**config.mk**
```make
export PLATFORM = sky130hd
export DESIGN_NAME = rve_alu
export DESIGN_NICKNAME = d
export VERILOG_FILES = /design/src/sv/rve_pkg.sv /design/src/sv/rve_alu.sv
export SDC_FILE = /design/constraint.sdc
export NUM_CORES = 2
export LEC_CHECK = 0
export ABC_AREA = 1
export CAP_MARGIN = 20
export CORE_UTILIZATION = 42
export DETAILED_ROUTE_END_ITERATION = 6
export DONT_BUFFER_PORTS = 1
export PLACE_DENSITY = 0.6
export SETUP_SLACK_MARGIN = 0.3
export SYNTH_ARGS = -nofsm -noshare
export SYNTH_HDL_FRONTEND = slang
export SYNTH_SLANG_ARGS = --single-unit
```
**constraint.sdc**
```tcl
create_clock -name vclk -period 12.1
set_clock_uncertainty 0.15 [all_clocks]
set_input_delay 1.815 -clock vclk [all_inputs]
set_output_delay 1.815 -clock vclk [all_outputs]
set_load 0.05 [all_outputs]
```
**src/sv/rve_pkg.sv**
```systemverilog
// Shared types and constants of the RISC execute stage.
`default_nettype none

package rve_pkg;

  localparam int unsigned DATA_W            = 32;
  localparam int unsigned PC_W              = 12;
  localparam int unsigned REG_IDX_W         = 4;
  localparam int unsigned REG_COUNT         = 16;
  localparam int unsigned IMM_W             = 12;
  localparam int unsigned SHAMT_W           = 5;
  localparam int unsigned ADDR_BITS_DEFAULT = 12;
  localparam logic [REG_IDX_W-1:0] LINK_REG = 4'd15;

  typedef enum logic [3:0] {
    OP_ADD    = 4'd0,
    OP_SUB    = 4'd1,
    OP_AND    = 4'd2,
    OP_OR     = 4'd3,
    OP_SLL    = 4'd4,
    OP_SRA    = 4'd5,
    OP_MAC    = 4'd6,
    OP_BRANCH = 4'd7,
    OP_JAL    = 4'd8,
    OP_LW     = 4'd9,
    OP_SW     = 4'd10,
    OP_JR     = 4'd11
  } op_e;

  typedef enum logic [3:0] {
    COND_EQ = 4'd0,
    COND_NE = 4'd1,
    COND_GT = 4'd2,
    COND_LT = 4'd3,
    COND_GE = 4'd4,
    COND_LE = 4'd5
  } cond_e;

  typedef struct packed {
    logic [PC_W-1:0]      new_pc;
    logic                 pc_changed;
    logic                 reg_wr;
    logic [REG_IDX_W-1:0] widx;
    logic [DATA_W-1:0]    wval;
    logic                 is_load;
    logic                 is_store;
  } exec_res_t;

endpackage

`default_nettype wire

```
**src/sv/rve_alu.sv**
```systemverilog
// Execute datapath: arithmetic, shifts, multiply-add, branch compare and address generation.
`default_nettype none

module rve_alu import rve_pkg::*; #(
  parameter int unsigned ADDR_BITS = ADDR_BITS_DEFAULT
) (
  input  op_e                   op_i,
  input  logic [REG_IDX_W-1:0]  rd_i,
  input  logic [REG_IDX_W-1:0]  cond_i,
  input  logic [DATA_W-1:0]     imm_i,
  input  logic [PC_W-1:0]       npc_i,
  input  logic [DATA_W-1:0]     a_i,
  input  logic [DATA_W-1:0]     b_i,
  input  logic [DATA_W-1:0]     m_i,
  input  logic [DATA_W-1:0]     d_i,
  output exec_res_t             res_o,
  output logic [ADDR_BITS-1:0]  mem_addr_o
);

  localparam logic [DATA_W-1:0] AddrMask = DATA_W'((64'd1 << ADDR_BITS) - 64'd1);

  logic [DATA_W-1:0]  shift_sum;
  logic [SHAMT_W-1:0] shamt;
  logic [DATA_W-1:0]  addr_sum;
  logic [DATA_W-1:0]  prod;
  logic               taken;

  assign shift_sum = b_i + imm_i;
  assign shamt     = SHAMT_W'(shift_sum);
  assign addr_sum  = a_i + imm_i;
  assign prod      = a_i * b_i;

  always_comb begin
    case (cond_e'(cond_i))
      COND_EQ: taken = ($signed(a_i) == $signed(b_i));
      COND_NE: taken = ($signed(a_i) != $signed(b_i));
      COND_GT: taken = ($signed(a_i) >  $signed(b_i));
      COND_LT: taken = ($signed(a_i) <  $signed(b_i));
      COND_GE: taken = ($signed(a_i) >= $signed(b_i));
      COND_LE: taken = ($signed(a_i) <= $signed(b_i));
      default: taken = 1'b0;
    endcase
  end

  always_comb begin
    res_o            = '0;
    res_o.new_pc     = npc_i;
    mem_addr_o       = '0;
    case (op_i)
      OP_ADD: begin
        res_o.reg_wr = 1'b1;
        res_o.widx   = rd_i;
        res_o.wval   = a_i + b_i + imm_i;
      end
      OP_SUB: begin
        res_o.reg_wr = 1'b1;
        res_o.widx   = rd_i;
        res_o.wval   = a_i - b_i - imm_i;
      end
      OP_AND: begin
        res_o.reg_wr = 1'b1;
        res_o.widx   = rd_i;
        res_o.wval   = a_i & b_i & imm_i;
      end
      OP_OR: begin
        res_o.reg_wr = 1'b1;
        res_o.widx   = rd_i;
        res_o.wval   = a_i | b_i | imm_i;
      end
      OP_SLL: begin
        res_o.reg_wr = 1'b1;
        res_o.widx   = rd_i;
        res_o.wval   = a_i << shamt;
      end
      OP_SRA: begin
        res_o.reg_wr = 1'b1;
        res_o.widx   = rd_i;
        res_o.wval   = DATA_W'($signed(a_i) >>> shamt);
      end
      OP_MAC: begin
        res_o.reg_wr = 1'b1;
        res_o.widx   = rd_i;
        res_o.wval   = prod + m_i + imm_i;
      end
      OP_BRANCH: begin
        if (taken) begin
          res_o.new_pc     = PC_W'(imm_i & AddrMask);
          res_o.pc_changed = 1'b1;
        end
      end
      OP_JAL: begin
        res_o.reg_wr     = 1'b1;
        res_o.widx       = LINK_REG;
        res_o.wval       = DATA_W'(npc_i) & AddrMask;
        res_o.new_pc     = PC_W'(imm_i & AddrMask);
        res_o.pc_changed = 1'b1;
      end
      OP_LW: begin
        res_o.reg_wr  = 1'b1;
        res_o.widx    = rd_i;
        res_o.is_load = 1'b1;
        mem_addr_o    = ADDR_BITS'(addr_sum);
      end
      OP_SW: begin
        res_o.is_store = 1'b1;
        mem_addr_o     = ADDR_BITS'(addr_sum);
      end
      OP_JR: begin
        res_o.new_pc     = PC_W'(d_i & AddrMask);
        res_o.pc_changed = 1'b1;
      end
      default: begin
        res_o.new_pc = npc_i;
      end
    endcase
  end

endmodule

`default_nettype wire

```
### After elaboration in Yosys (flattened, before gate mapping)

Index checks and enable logic that the tools add are counted.

| word-level totals | value |
|---|---|
| register bits after elaboration | 0 |
| input port bits | 184 |
| output and inout port bits | 64 |

| operators by class | value |
|---|---|
| $add $sub $neg | 8 |
| multipliers | 1 |
| magnitude comparators | 4 |
| equality and inequality tests | 18 |
| shift operators | 2 |
| mux-type cells | 9 |
| bitwise logic cells | 4 |
| reduce and logical (&&, ||, !) cells | 5 |

Operators with widths:

| operator | number |
|---|---|
| $pmux W32 S8 | 1 |
| $add A32 B32 Y32 | 4 |
| $and A32 B32 Y32 | 2 |
| $or A32 B32 Y32 | 2 |
| $sub A32 B32 Y32 | 2 |
| $pmux W12 S3 | 1 |
| $eq A32 B32 Y1 | 1 |
| $ge A32 B32 Y1 | 1 |
| $gt A32 B32 Y1 | 1 |
| $le A32 B32 Y1 | 1 |
| $lt A32 B32 Y1 | 1 |
| $mul A32 B32 Y32 | 1 |
| $ne A32 B32 Y1 | 1 |
| $shl A32 B5 Y32 | 1 |
| $sshr A32 B5 Y32 | 1 |
| $eq A4 B3 Y1 const B | 6 |
| $eq A4 B2 Y1 const B | 4 |
| $eq A4 B4 Y1 const B | 4 |
| $mux W13 | 1 |
| $add A12 B12 Y12 | 1 |
| $mux W12 | 1 |
| $pmux W5 S2 | 1 |
| $eq A4 B1 Y1 const B | 2 |
| $logic_not A4 Y1 | 2 |
| other kinds (6) | 8 |

### Logic depth before layout (Yosys ltp)

| logic depth | value |
|---|---|
| depth in word-level cells | 4 |
| depth in mapped cells | 33 |
| gate-level depth less buffers | 31 |

### Worst setup path before layout

No wires, ideal clock.

| timing path | value |
|---|---|
| path kind | in2out |
| start | in a_i[17] |
| end | out res_o[25] (netlist name) |
| data arrival time | 8.553 ns |
| required time | 10.135 ns |
| setup slack | 1.582 ns |
| stages | 27 |
| buffers on the path | 2 |
| cells stage by stage | clkbuf_1 buf_1 nand2_1 inv_1 fa_1 fa_1 inv_1 fa_1 fa_1 inv_1 fa_1 inv_1 fa_1 inv_1 fa_1 inv_1 fa_1 inv_1 ha_1 nand2_1 nor2_1 inv_1 nor2_1 inv_1 o211ai_1 o21ai_0 o2111ai_1 |

RTL lines:

| what | line | source |
|---|---|---|
| start: declaration | rve_alu.sv:12 | `input logic [DATA_W-1:0] a_i,` |
| end: declaration | rve_alu.sv:16 | `output exec_res_t res_o,` |

==> metrics.md <==
| Metric | Value |
|---|---|
| Fmax | `0.09228 GHz` |
| Final nets | `5554` |
| # IOs | `248` |
| Fraction of layout cells with a size suffix above 1 | `0.01724` |
| Initial core utilization | `0.4255` |
| Slew Limit Fails | `0` |
| Post-layout minimum cycle time | `10.84 ns` |
| Pre-antenna DRT Iters | `7` |
| CP arrival | `8.87 ns` |
| Slew at the pin closest to its max-slew limit | `1.148 ns` |
| Syn Nets | `5712` |
| PostCTS Resize Cnt | `0` |
| Synth warn | `0` |
| Setup-failing EPs final | `0` |
| Final WL | `118.6 mm` |
| FF+latch count | `0` |
| Area share of the largest cell type after synthesis | `0.3419` |
| Via Count | `29770` |
| Core area | `73210 sq um` |
| CP required | `10.14 ns` |
| Largest net degree at the start of global routing | `65` |
| Most frequent cells in the layout | `nand2_1, inv_1, fa_1` |
| Vias per inst | `5.429` |
| Commonest non-fill, non-tap cell in the layout | `nand2_1` |
| CP endpoint | `res_o[21]` |
| DRC | `6` |
| Register area | `0 sq um` |
| Seq/Total Area, Yosys | `0` |
| Final cell count without fillers | `5483` |
| CLK BUF | `0` |
| Initial antenna violation count | `1` |
| Status | `finished with violations` |
| DR WL/cell | `21.63 microns` |
| Critical path class | `primary input to primary output` |
| Global-route wire length before repair | `178.2 mm` |
| Setup TNS | `0 ns` |
| Hold crit path type | `primary input to primary output` |
| Number of global-route vias before repair | `29410` |
| Total grt overflow | `0` |
| Setup Buffers After CTS | `0` |
| Die area | `75250 sq um` |
| Mean post-synth cell area | `6.650 sq um` |
| Hold buffer count at cts | `0` |
| I/O Buffers | `0` |
| Crit path from | `a_i[6]` |
| Final hold viol count | `0` |
| Final period utilization | `0.8956` |
| Unique masters post-synth | `59` |
| Area grow syn2layout | `2.246%` |
| # rows | `99` |
| First DRT Iteration DRCs | `2695` |
| Violated checks | `design-rule violations` |
| Post-route ant nets | `0` |
| Ranking of synthesized cells by area | `fa_1, nand2_1, inv_1` |
| Worst Setup End Kind | `primary output` |
| Placed Cells | `5483` |
| Tot GR Track Use | `0.3163` |
| Die H | `274.3 microns` |
| RSZ-0062 raised after global routing | `false` |
| Synthesized area | `31150 sq um` |
| Post-synth top area cell | `fa_1` |
| Die Span X | `274.3 microns` |
| Critical path peak fanout | `34` |
| Startpoint Class | `primary input` |
| Routability cong. | `1.024` |
| DP HPWL | `95.37 mm` |
| Ant diodes | `0` |
| Syn Inst Count | `4684` |
| Slew headroom | `0.2314` |
| Layout Utilization | `0.4350` |
| Maxcap violations | `0` |
## logic make-up after synthesis
family                   count (synthesis)  share of synthesized area
AND/OR/NAND/NOR                       1733                     0.2256
AO/OA/AOI/OAI                          640                     0.1170
XOR/XNOR                                50                    0.01430
multiplexers                            15                   0.004820
adder cells (fa/ha/maj)                844                     0.4673
buffers and inverters                 1402                     0.1710
## layer usage
metal / vias up / GRT usage / part of all wire
met5: - / 0 / 0.000076
met4: 2 / 0.1006 / 0.040
met3: 199 / 0.04510 / 0.091
met2: 1299 / 0.5129 / 0.45
met1: 14550 / 0.4329 / 0.42
li1: 13720 / - / -
## through the flow
step,setup WS [ns],hold WS [ns],instance area [sq um]
after CTS,1.360,3.820,31850
after global placement,1.360,3.816,31790
after floorplan,1.582,3.780,31150
final,1.264,3.825,31850
after global routing,1.034,3.843,31850
after detailed placement,1.373,3.817,31850
## synth_stat cells (31+ instances only)
library cell  number
inv_1           1200
a21oi_1          211
ha_1             312
nand3_1          186
o21ai_0          253
buf_2             33
clkbuf_1         125
nor2_1           226
nand2_1         1201
buf_1             31
fa_1             532
nor3_1            35
## worst min path at each step
stage | start | to | slack, ns | cells after the start
after floorplan | op_i[1] | res_o[1] | 3.78 | 3
after CTS | op_i[1] | res_o[1] | 3.82 | 3
final | op_i[1] | res_o[1] | 3.82 | 3
after detailed placement | op_i[1] | res_o[1] | 3.82 | 3
after global placement | op_i[1] | res_o[1] | 3.82 | 3
after global routing | op_i[1] | res_o[1] | 3.84 | 3
## layout make-up
class / count / area (sq um)
Fill cell: 7814 / 41360
Multi-Input combinational cell: 3282 / 25850
Inverter: 1208 / 4534
Tap cell: 959 / 1200
Timing Repair Buffer: 34 / 262.8
## worst max-delay path, stage by stage
cell      delay, ns
ha_1           0.31
fa_1           0.51
fa_1           0.51
inv_1          0.06
fa_1           0.52
fa_1           0.40
inv_1          0.08
ha_1           0.13
inv_1          0.05
fa_1           0.48
inv_1          0.06
fa_1           0.53
inv_1          0.05
fa_1           0.49
inv_1          0.05
ha_1           0.34
nand2_1        0.18
inv_1          0.05
a21boi_0       0.26
a21boi_0       0.38
nand2_1        0.20
nand2_1        0.10
nand2_1        0.06
o21ai_0        0.53
nand3_1        0.67
Power is left out: the tool's default activity adds up to more than one toggle a clock period on the data nets, which glitch-free logic cannot reach.
